$ cat config.mk
export PLATFORM = sky130hd
export DESIGN_NAME = byte_ring_fifo_with_peek_unit
export DESIGN_NICKNAME = d
export VERILOG_FILES = /design/src/rtl/brfp_pkg.sv /design/src/rtl/brfp_ring.sv /design/src/rtl/byte_ring_fifo_with_peek_unit.sv
export SDC_FILE = /design/constraint.sdc
export NUM_CORES = 2
export LEC_CHECK = 0
export BUFFER_PORTS_ARGS = -buffer_cell sky130_fd_sc_hd__buf_2
export CAP_MARGIN = 10
export CORE_UTILIZATION = 55
export CTS_BUF_LIST = sky130_fd_sc_hd__clkbuf_8
export CTS_CLUSTER_DIAMETER = 100
export CTS_CLUSTER_SIZE = 12
export DETAILED_ROUTE_END_ITERATION = 8
export PLACE_DENSITY_LB_ADDON = 0.1
export SLEW_MARGIN = 20
export SYNTH_ARGS = -nofsm -noshare
export SYNTH_HDL_FRONTEND = slang
export SYNTH_SLANG_ARGS = --single-unit
$ cat constraint.sdc
create_clock -name aclk -period 6.21 [get_ports aclk]
set_clock_uncertainty 0.1 [all_clocks]
set_input_delay 0.3105 -clock aclk [delete_from_list [all_inputs] [get_ports aclk]]
set_output_delay 0.3105 -clock aclk [all_outputs]
set_load 0.02 [all_outputs]
$ cat src/rtl/brfp_pkg.sv
// shared types and constants for the byte ring fifo with peek
// no dependencies
package brfp_pkg;

    localparam int OP_W     = 3;
    localparam int DATA_W   = 8;
    localparam int CFG_W    = 9;
    localparam int FILL_W   = 9;
    localparam int STATUS_W = 2;
    localparam int TOTAL_W  = 32;

    // ring length after reset, before clamping to the storage depth
    localparam int RING_LEN_RESET = 256;

    typedef enum logic [OP_W-1:0] {
        OP_WRITE = 3'd0,
        OP_READ  = 3'd1,
        OP_PEEK  = 3'd2,
        OP_SNIFF = 3'd3,
        OP_FLUSH = 3'd4
    } opcode_t;

    typedef enum logic [STATUS_W-1:0] {
        ST_OK    = 2'd0,
        ST_EMPTY = 2'd1,
        ST_FULL  = 2'd2
    } status_t;

    // per-transaction result, excluding the byte read from storage
    typedef struct packed {
        logic                data_valid;
        status_t             status;
        logic [FILL_W-1:0]   fill_level;
        logic [TOTAL_W-1:0]  total_reads;
        logic [TOTAL_W-1:0]  total_writes;
    } brfp_res_t;

endpackage

$ cat src/rtl/brfp_ring.sv
// ring storage, pointers, totals and length register
// depends on brfp_pkg
module brfp_ring #(
    parameter int MAX_DEPTH = 256
) (
    input  logic                         aclk,
    input  logic                         aresetn,
    input  logic                         cfg_wr_en,
    input  logic [brfp_pkg::CFG_W-1:0]   cfg_wr_data,
    input  logic                         exec_en,
    input  logic [brfp_pkg::OP_W-1:0]    opcode,
    input  logic [brfp_pkg::DATA_W-1:0]  data_in,
    output logic [brfp_pkg::DATA_W-1:0]  rd_data,
    output brfp_pkg::brfp_res_t          res
);
    import brfp_pkg::*;

    localparam int PTR_W     = $clog2(MAX_DEPTH);
    localparam int LEN_W     = $clog2(MAX_DEPTH + 1);
    localparam int CMP_W     = (LEN_W > FILL_W) ? LEN_W : FILL_W;
    localparam int RESET_LEN = (RING_LEN_RESET > MAX_DEPTH) ? MAX_DEPTH : RING_LEN_RESET;

    logic [DATA_W-1:0]  mem [MAX_DEPTH];
    logic [DATA_W-1:0]  rd_data_reg;
    brfp_res_t          res_reg;
    brfp_res_t          res_next;

    logic [LEN_W-1:0]   len_reg,      len_next;
    logic [PTR_W-1:0]   last_idx_reg, last_idx_next;
    logic [PTR_W-1:0]   wr_ptr_reg,   wr_ptr_next;
    logic [PTR_W-1:0]   rd_ptr_reg,   rd_ptr_next;
    logic [FILL_W-1:0]  fill_reg,     fill_next;
    logic [TOTAL_W-1:0] reads_reg,    reads_next;
    logic [TOTAL_W-1:0] writes_reg,   writes_next;

    logic [LEN_W-1:0]   cfg_len;
    logic [PTR_W-1:0]   sniff_addr;
    logic [PTR_W-1:0]   rd_addr;
    logic               full;
    logic               empty;
    logic               do_write;
    logic               dv;
    status_t            st;

    function automatic logic [PTR_W-1:0] advance(
        input logic [PTR_W-1:0] p,
        input logic [LEN_W-1:0] len
    );
        logic [PTR_W:0] n;
        n = {1'b0, p} + 1'b1;
        if (n >= (PTR_W+1)'(len)) begin
            return '0;
        end
        return n[PTR_W-1:0];
    endfunction

    // clamp the written length into one to the storage depth
    always_comb begin
        if (cfg_wr_data == '0) begin
            cfg_len = LEN_W'(1);
        end else if (32'(cfg_wr_data) > 32'(MAX_DEPTH)) begin
            cfg_len = LEN_W'(MAX_DEPTH);
        end else begin
            cfg_len = LEN_W'(cfg_wr_data);
        end
    end

    assign len_next      = cfg_wr_en ? cfg_len : len_reg;
    assign last_idx_next = cfg_wr_en ? PTR_W'(cfg_len - 1'b1) : last_idx_reg;

    assign full       = CMP_W'(fill_reg) >= CMP_W'(len_reg);
    assign empty      = (fill_reg == '0);
    assign sniff_addr = (wr_ptr_reg == '0) ? last_idx_reg : wr_ptr_reg - 1'b1;
    assign rd_addr    = (opcode == OP_SNIFF) ? sniff_addr : rd_ptr_reg;

    always_comb begin
        wr_ptr_next = wr_ptr_reg;
        rd_ptr_next = rd_ptr_reg;
        fill_next   = fill_reg;
        reads_next  = reads_reg;
        writes_next = writes_reg;
        do_write    = 1'b0;
        dv          = 1'b0;
        st          = ST_OK;
        if (exec_en) begin
            unique case (opcode) inside
                OP_WRITE: begin
                    if (full) begin
                        st = ST_FULL;
                    end else begin
                        do_write    = 1'b1;
                        writes_next = writes_reg + 1'b1;
                        fill_next   = fill_reg + 1'b1;
                        wr_ptr_next = advance(wr_ptr_reg, len_reg);
                    end
                end
                OP_READ: begin
                    if (empty) begin
                        st = ST_EMPTY;
                    end else begin
                        dv          = 1'b1;
                        reads_next  = reads_reg + 1'b1;
                        fill_next   = fill_reg - 1'b1;
                        rd_ptr_next = advance(rd_ptr_reg, len_reg);
                    end
                end
                OP_PEEK, OP_SNIFF: begin
                    if (empty) begin
                        st = ST_EMPTY;
                    end else begin
                        dv = 1'b1;
                    end
                end
                OP_FLUSH: begin
                    wr_ptr_next = '0;
                    rd_ptr_next = '0;
                    fill_next   = '0;
                    reads_next  = '0;
                    writes_next = '0;
                end
                default: begin
                end
            endcase
        end
    end

    always_comb begin
        res_next              = res_reg;
        res_next.data_valid   = dv;
        res_next.status       = st;
        res_next.fill_level   = fill_next;
        res_next.total_reads  = reads_next;
        res_next.total_writes = writes_next;
    end

    always_ff @(posedge aclk) begin
        if (!aresetn) begin
            len_reg      <= LEN_W'(RESET_LEN);
            last_idx_reg <= PTR_W'(RESET_LEN - 1);
            wr_ptr_reg   <= '0;
            rd_ptr_reg   <= '0;
            fill_reg     <= '0;
            reads_reg    <= '0;
            writes_reg   <= '0;
        end else begin
            len_reg      <= len_next;
            last_idx_reg <= last_idx_next;
            wr_ptr_reg   <= wr_ptr_next;
            rd_ptr_reg   <= rd_ptr_next;
            fill_reg     <= fill_next;
            reads_reg    <= reads_next;
            writes_reg   <= writes_next;
        end
    end

    // storage and result capture
    always_ff @(posedge aclk) begin
        if (do_write) begin
            mem[wr_ptr_reg] <= data_in;
        end
        if (exec_en) begin
            rd_data_reg <= mem[rd_addr];
            res_reg     <= res_next;
        end
    end

    assign rd_data = rd_data_reg;
    assign res     = res_reg;

endmodule

$ cat src/rtl/byte_ring_fifo_with_peek_unit.sv
// top level of the byte ring fifo with peek and sniff
// depends on brfp_pkg and brfp_ring
//
// usage
//  - input channel s_valid/s_ready carries s_opcode and s_data_in; one
//    transaction is write, read, peek, sniff or flush
//  - result channel m_valid/m_ready returns one transaction per input:
//    byte, data valid flag, status, fill level and the two running totals
//  - cfg_wr_en/cfg_wr_data sets the ring length; write it only while idle
//  - throughput: one transaction per cycle while the receiver does not stall,
//    set by the single storage access and pointer update in the execute stage
//  - result path: execute stage, then output register, then m_valid
//  - a stalled receiver holds the output register; one more transaction is
//    taken into the execute stage, after which s_ready drops
//  - reset clears pointers, totals and fill and sets the ring length to 256
//    (clamped to MAX_DEPTH); storage contents are not cleared, no sweep
module byte_ring_fifo_with_peek_unit #(
    parameter int MAX_DEPTH = 256
) (
    input  logic                            aclk,
    input  logic                            aresetn,
    // configuration
    input  logic                            cfg_wr_en,
    input  logic [brfp_pkg::CFG_W-1:0]      cfg_wr_data,
    // input channel
    input  logic                            s_valid,
    output logic                            s_ready,
    input  logic [brfp_pkg::OP_W-1:0]       s_opcode,
    input  logic [brfp_pkg::DATA_W-1:0]     s_data_in,
    // result channel
    output logic                            m_valid,
    input  logic                            m_ready,
    output logic [brfp_pkg::DATA_W-1:0]     m_result_data,
    output logic                            m_data_valid,
    output logic [brfp_pkg::STATUS_W-1:0]   m_status,
    output logic [brfp_pkg::FILL_W-1:0]     m_fill_level,
    output logic [brfp_pkg::TOTAL_W-1:0]    m_total_reads,
    output logic [brfp_pkg::TOTAL_W-1:0]    m_total_writes
);
    import brfp_pkg::*;

    logic               st_valid_reg, st_valid_next;
    logic               m_valid_reg,  m_valid_next;
    logic               out_free;
    logic               exec_en;
    logic               move;
    logic [DATA_W-1:0]  rd_data;
    brfp_res_t          res;

    logic [DATA_W-1:0]   m_result_data_reg;
    logic                m_data_valid_reg;
    logic [STATUS_W-1:0] m_status_reg;
    logic [FILL_W-1:0]   m_fill_level_reg;
    logic [TOTAL_W-1:0]  m_total_reads_reg;
    logic [TOTAL_W-1:0]  m_total_writes_reg;

    // output register free when empty or being drained this cycle
    assign out_free = !m_valid_reg || m_ready;
    // execute stage free when empty or moving on
    assign s_ready  = !st_valid_reg || out_free;
    assign exec_en  = s_valid && s_ready;
    assign move     = st_valid_reg && out_free;

    always_comb begin
        st_valid_next = st_valid_reg;
        if (exec_en) begin
            st_valid_next = 1'b1;
        end else if (move) begin
            st_valid_next = 1'b0;
        end
    end

    always_comb begin
        m_valid_next = m_valid_reg;
        if (move) begin
            m_valid_next = 1'b1;
        end else if (m_ready) begin
            m_valid_next = 1'b0;
        end
    end

    // execute stage: storage access, pointer and total update
    brfp_ring #(
        .MAX_DEPTH (MAX_DEPTH)
    ) u_ring (
        .aclk        (aclk),
        .aresetn     (aresetn),
        .cfg_wr_en   (cfg_wr_en),
        .cfg_wr_data (cfg_wr_data),
        .exec_en     (exec_en),
        .opcode      (s_opcode),
        .data_in     (s_data_in),
        .rd_data     (rd_data),
        .res         (res)
    );

    always_ff @(posedge aclk) begin
        if (!aresetn) begin
            st_valid_reg <= 1'b0;
            m_valid_reg  <= 1'b0;
        end else begin
            st_valid_reg <= st_valid_next;
            m_valid_reg  <= m_valid_next;
        end
    end

    // output register; the byte reads as zero unless a stored byte came back
    always_ff @(posedge aclk) begin
        if (move) begin
            m_result_data_reg  <= res.data_valid ? rd_data : '0;
            m_data_valid_reg   <= res.data_valid;
            m_status_reg       <= res.status;
            m_fill_level_reg   <= res.fill_level;
            m_total_reads_reg  <= res.total_reads;
            m_total_writes_reg <= res.total_writes;
        end
    end

    assign m_valid        = m_valid_reg;
    assign m_result_data  = m_result_data_reg;
    assign m_data_valid   = m_data_valid_reg;
    assign m_status       = m_status_reg;
    assign m_fill_level   = m_fill_level_reg;
    assign m_total_reads  = m_total_reads_reg;
    assign m_total_writes = m_total_writes_reg;

endmodule

======== Yosys cells after proc, flatten, opt, wreduce, memory -nomap -nowiden ========
Memories as Yosys holds them, arrays and structs flattened. A register that Yosys moved wholly into a read port is not among the register bits.
Index checks and enable logic that the tools add are counted.
word-level totals
  memories kept ........................... 1
  output and inout bits ................... 86
  bits in read-only memories .............. 0
  input bits .............................. 25
  flip-flop bits (word level) ............. 268
  bits in writable memories ............... 2,048
  bits in latches ......................... 0
  word-level logic and storage cells ...... 99
operators by class
  reductions and logical operators ........ 17
  bitwise logic cells ..................... 0
  div/mod/pow operators ................... 0
  multiply operators ...................... 0
  add/subtract/negate cells ............... 8
  multiplexer cells ....................... 43
  $lt $le $gt $ge ......................... 4
  equality and inequality tests ........... 6
  shift operators ......................... 0
memories
  name        depth  width  read ports  clocked after memory_dff  wr ports  line             source
  u_ring.mem  256    8      1           1                         1         brfp_ring.sv:23  logic [DATA_W-1:0] mem [MAX_DEPTH];
operators with widths
  kind                   count
  $mux 32                4
  $pmux 32 s2            2
  $add 32x1->32 const B  2
  $mux 8                 8
  $mux 9                 5
  $pmux 8 s2             2
  $ge 9x9->1             3
  $pmux 9 s3             1
  $mux 1                 19
  $add 8x1->9 const B    2
  $logic_not 9->1        2
  $sub 8x1->8 const B    2
  $add 9x1->9 const B    1
  $gt 9x9->1 const B     1
  $sub 9x1->9 const B    1
  $logic_not 8->1        1
  $reduce_bool 2->1      4
  $eq 3x2->1 const B     2
  $reduce_and 3->1       2
  $ne 2x2->1 const B     2
  $pmux 2 s2             1
  $eq 3x1->1 const B     1
  $eq 3x3->1 const B     1
  $logic_not 3->1        1
  5 further kinds        8

======== Depth between registers and ports, before layout ========
  depth after elaboration ................. 9
  gate-level depth with buffers ........... 19
  depth with buffers taken out ............ 12

======== Hierarchy ========
From an unflattened synthesis, not the netlist that was laid out.
second synthesis, totals
  cells, all modules ...................... 7,304
  area total of the unflattened synthesis .. 93,611.0 um^2
by module, submodules not included
  module                         area an instance (um^2)  times used  cells each  sequential area each (um^2)
  brfp_ring                      90,944.7                 1           7,203       66,143.4
  byte_ring_fifo_with_peek_unit  2,666.3                  1           101         2,562.5

======== Least setup slack after synthesis ========
OpenSTA, ideal clock, no wires.
  kind .................................... register -> register
  start ................................... register m_valid_reg (netlist: m_valid)
  end ..................................... register u_ring.wr_ptr_reg[2]
  library setup time ...................... 0.117 ns
  arrival time ............................ 4.818 ns
  slack ................................... 1.175 ns
  cell stages (with the launch flop) ...... 9
  cell sequence ........................... dfxtp_1 nor2b_1 nand2_1 nand2_1 inv_1 clkbuf_1 buf_1 a21oi_1 a21o_1
on the way
  longest elaborated chain between the ends .. 5
ends and longest elaborated chain
  element                            line                                  source
  from (decl)                        byte_ring_fifo_with_peek_unit.sv:43   logic m_valid_reg, m_valid_next;
  from (signal assigned)             byte_ring_fifo_with_peek_unit.sv:103  m_valid_reg <= m_valid_next;
  $logic_not 1->1                    byte_ring_fifo_with_peek_unit.sv:58   assign out_free = !m_valid_reg || m_ready;
  $logic_or 1x1->1                   byte_ring_fifo_with_peek_unit.sv:58
  $logic_or 1x1->1                   byte_ring_fifo_with_peek_unit.sv:60   assign s_ready = !st_valid_reg || out_free;
  net s_ready                        byte_ring_fifo_with_peek_unit.sv:27   output logic s_ready,
  $logic_and 1x1->1                  byte_ring_fifo_with_peek_unit.sv:61   assign exec_en = s_valid && s_ready;
  net exec_en                        byte_ring_fifo_with_peek_unit.sv:45   logic exec_en;
  $reduce_and 3->1 (no source line)  n/a
  to (signal assigned)               brfp_ring.sv:148                      wr_ptr_reg <= wr_ptr_next;
  to (decl)                          brfp_ring.sv:30                       logic [PTR_W-1:0] wr_ptr_reg, wr_ptr_next;
The timed path passes the listed nets, and every way through them passes these cells.
A chain may end at the register's enable or synchronous reset.

======== Final worst setup path ========
  start ................................... register u_ring.wr_ptr_reg[0]
  end ..................................... register u_ring.rd_data_reg[3] (netlist: u_ring.rd_data[3]), read port of u_ring.mem (data pin)
on the way
  longest elaborated chain between the ends .. 3
ends and longest elaborated chain
  element                                                line             source
  $sub 8x1->8 / $logic_not 8->1 (equally long branches)  brfp_ring.sv:73  assign sniff_addr = (wr_ptr_reg == '0) ? last_idx_reg : wr_ptr_reg - 1'b1;
  $mux 8 *                                               brfp_ring.sv:73
  $mux 8 *                                               brfp_ring.sv:74  assign rd_addr = (opcode == OP_SNIFF) ? sniff_addr : rd_ptr_reg;
  to (decl)                                              brfp_ring.sv:24  logic [DATA_W-1:0] rd_data_reg;
Every way passes the cells marked *; elsewhere a longest branch is shown, timed or not.

==> flow_summary_export.csv <==
group,metric,value,unit
status,status,"finished, final reports clean",
clock_network,cts.clk_slew.worst_paths,0.10,ns
route,drt_iter0_markers,9137,
sta,period_share,0.977,
floorplan,die_y,415,um
clock_network,root_buffer,"clkbuf_8",
placement,placed_area,97600,um^2
critical_path,rr_startpoint,"u_ring.wr_ptr_reg[0]",
sta,worst_slew_pin_slew,1.26,ns
logic_synthesis,async_reset_ff_frac,0,
final_layout,largest_reg_flops,2048,
placement,globalplace.congestion,0.965,
global_routing,antenna_found_initial,13,
logic_synthesis,synth_edf_count,2216,
clock_network,cts_tree,"built",
placement,pre_cts_slack,0.178,ns
logic_synthesis,yosysSeqAreaShare,0.731,
route,wirelength,289000,um
global_routing,grt_pass1_wl,414000,um
sta,grt_setup_unrepaired,"false",
critical_path,crit_type,"flip-flop to flip-flop",
logic_synthesis,synthFlopType,"edfxtp_1",
hold_path,hold_path.startpoint,"cfg_wr_data[1]",
sta,setup_viol,0,
sta,report.final.slew_viol_count,0,
critical_path,cp.arrival,6.77,ns
clock_network,clockBufferDepth,3,
logic_synthesis,synth.avg_cell_area,13.2,um^2
critical_path,crit_fanout,24,
pwr,ir_worst_vdd,264,uV
final_layout,syn_to_final_growth,7.82,%
placement,dp.cells,9228,
hold_path,hp-class,"primary input to flip-flop",
floorplan,die_area,173000,um^2
sta,slew_headroom,0.159,
sta,finalCriticalPeriod,6.07,ns
final_layout,nNetsFinal,7338,
placement,dp_hpwl,176000,um
floorplan,row_count,151,
clock_network,htreeDepth,4,
route,drt_pass1_iterations,7,
critical_path,cp.required,6.91,ns
logic_synthesis,syn_area,94000,um^2
run,max_cap_viol_count,0,
floorplan,start_util,0.554,
floorplan,ios,111,
final_layout,stdcell_count,9564,
global_routing,overflow,0,
global_routing,grt_pass1_vias,58603,
clock_network,cts_setup_buffers,0,
sta,finalHoldViolCount,0,
pwr,power.leakage,34.3,nW
logic_synthesis,ys_ff_latch,2324,
route,vias,62453,
floorplan,core_area,170000,um^2
route,ant_nets,0,
critical_path,worst_setup_path_start_kind,"flip-flop",
route,route.detailed.wl_per_inst,30.2,um
sta,fin_hold_ws,0.209,ns
clock_network,numCtsBuffers,211,
sta,tns,0,ns
logic_synthesis,postSynthNetCount,7198,
route,vias_per_cell,6.53,
global_routing,grt.total_usage,0.331,
placement,port_buffers,110,
clock_network,clk_latency,1.04,ns
critical_path,crit_start,"u_ring.wr_ptr_reg[0]",
sta,worst_slack,0.142,ns
final_layout,drive_above_1_share,0.0867,
final_layout,fillers,13267,
route,drc,0,
sta,max_freq,165,MHz
critical_path,endpoint_kind,"flip-flop",
global_routing,grt_max_degree,162,
logic_synthesis,yosys_warnings,0,
clock_network,cts_sinks,2324,
logic_synthesis,synthCells,7135,
logic_synthesis,synth.distinct_cells,92,
final_layout,final_area,101000,um^2
pwr,power_density,270,nW/um^2
floorplan,die_w,415,um
[placed cells by master, fill, tap and decap left out, types with 108 or more instances in the layout]
cell      instances
a21oi_1         416
a31oi_1         127
buf_4           192
clkbuf_8        223
dfxtp_1         108
edfxtp_1       2216
mux2i_1         203
nand2_1        1591
nand3_1         464
nor2_1          385
[Yosys cell counts (all sizes together), types with 60 or more instances]
master  number  area, um^2
a32oi       78         683
buf        291        1610
a22oi      101         758
and3        90         563
nor3        75         380
nor2       397        1500
edfxtp    2216       66500
nand2     1601        6010
dfxtp      108        2160
clkbuf     176         661
o21ai      109         549
mux2i      203        2030
nand3      464        2320
a31oi      127         795
a21oi      417        2090
and2        60         375
[layer usage]
metal / up-vias / share of wire / track usage
li1: 26801 / - / -
met1: 31141 / 0.39 / 0.455
met2: 3848 / 0.45 / 0.503
met3: 657 / 0.11 / 0.0787
met4: 6 / 0.047 / 0.146
met5: - / 0.00012 / 0
[stage by stage]
| step | util | total power (W) |
|---|---|---|
| 6_report | 0.598 | 0.0274 |
| 5_1_grt | 0.597 | 0.0280 |
| 4_1_cts | 0.597 | 0.0274 |
| 3_5_place_dp | 0.575 | 0.0195 |
| 3_3_place_gp | 0.575 | 0.0195 |
| 2_1_floorplan | - | 0.0186 |
[report_power, final]
part           internal, W  switching [W]  leakage [nW]
Clock              0.00312        0.00501          1.82
Sequential          0.0172      0.0000441          20.9
Combinational     0.000523        0.00151          11.5
[worst paths after layout]
kind                            depth (start not counted)  slack [ns]           endpoint
worst min register to register                          0        0.32  m_total_writes[6]
worst min-delay path                                    5        0.21  u_ring.len_reg[1]
worst max-delay path                                   13        0.14  u_ring.rd_data[3]
worst max register to register                         13        0.14  u_ring.rd_data[3]
[area by class of cell]
cell class | count | area [um^2] | area share
diodes | 13 | 32.5 | 0.000321
clock buffers | 215 | 2960 | 0.0292
clock inverters | 56 | 256 | 0.00253
inverters | 26 | 100 | 0.000987
multi-input cells | 4318 | 23200 | 0.229
flip-flops and latches | 2324 | 68700 | 0.678
well taps | 2218 | 2780 | 0.0274
repair buffers | 394 | 3380 | 0.0333
[worst max-delay path, stage by stage (launching register included)]
cell and delay, ns:
dfxtp_1 0.57, inv_1 0.23, ha_1 0.33, or3b_2 0.54
nor2_1 0.21, a311oi_4 0.93, buf_4 0.54, nand2_2 0.64
a21oi_1 0.47, nor4_1 0.09, o32ai_1 0.57, buf_4 0.28
a21oi_1 0.08, a41o_1 0.21
[repair_timing]
| action | in CTS | in global routing |
|---|---|---|
| endpoints found under the setup margin | 0 | 1 |
| hold buffers | 50 | 0 |
| resized for setup | 0 | 1 |
| hold endpoints to repair | 486 | 0 |
[cells by family (layout without fill, tap and decap cells)]
| kind of cell | count (synthesis) | in the layout | share of synthesized area |
|---|---|---|---|
| simple gates | 2848 | 2848 | 0.130 |
| flops | 2324 | 2324 | 0.731 |
| compound gates | 1194 | 1194 | 0.0840 |
| buf+inv | 493 | 691 | 0.0251 |
| mux | 205 | 205 | 0.0218 |
| fa+ha+maj | 38 | 38 | 0.00506 |
| xor+xnor | 33 | 33 | 0.00307 |
| other cells | 0 | 13 | 0 |
No activity file was read; power rests on OpenSTA's default activity.
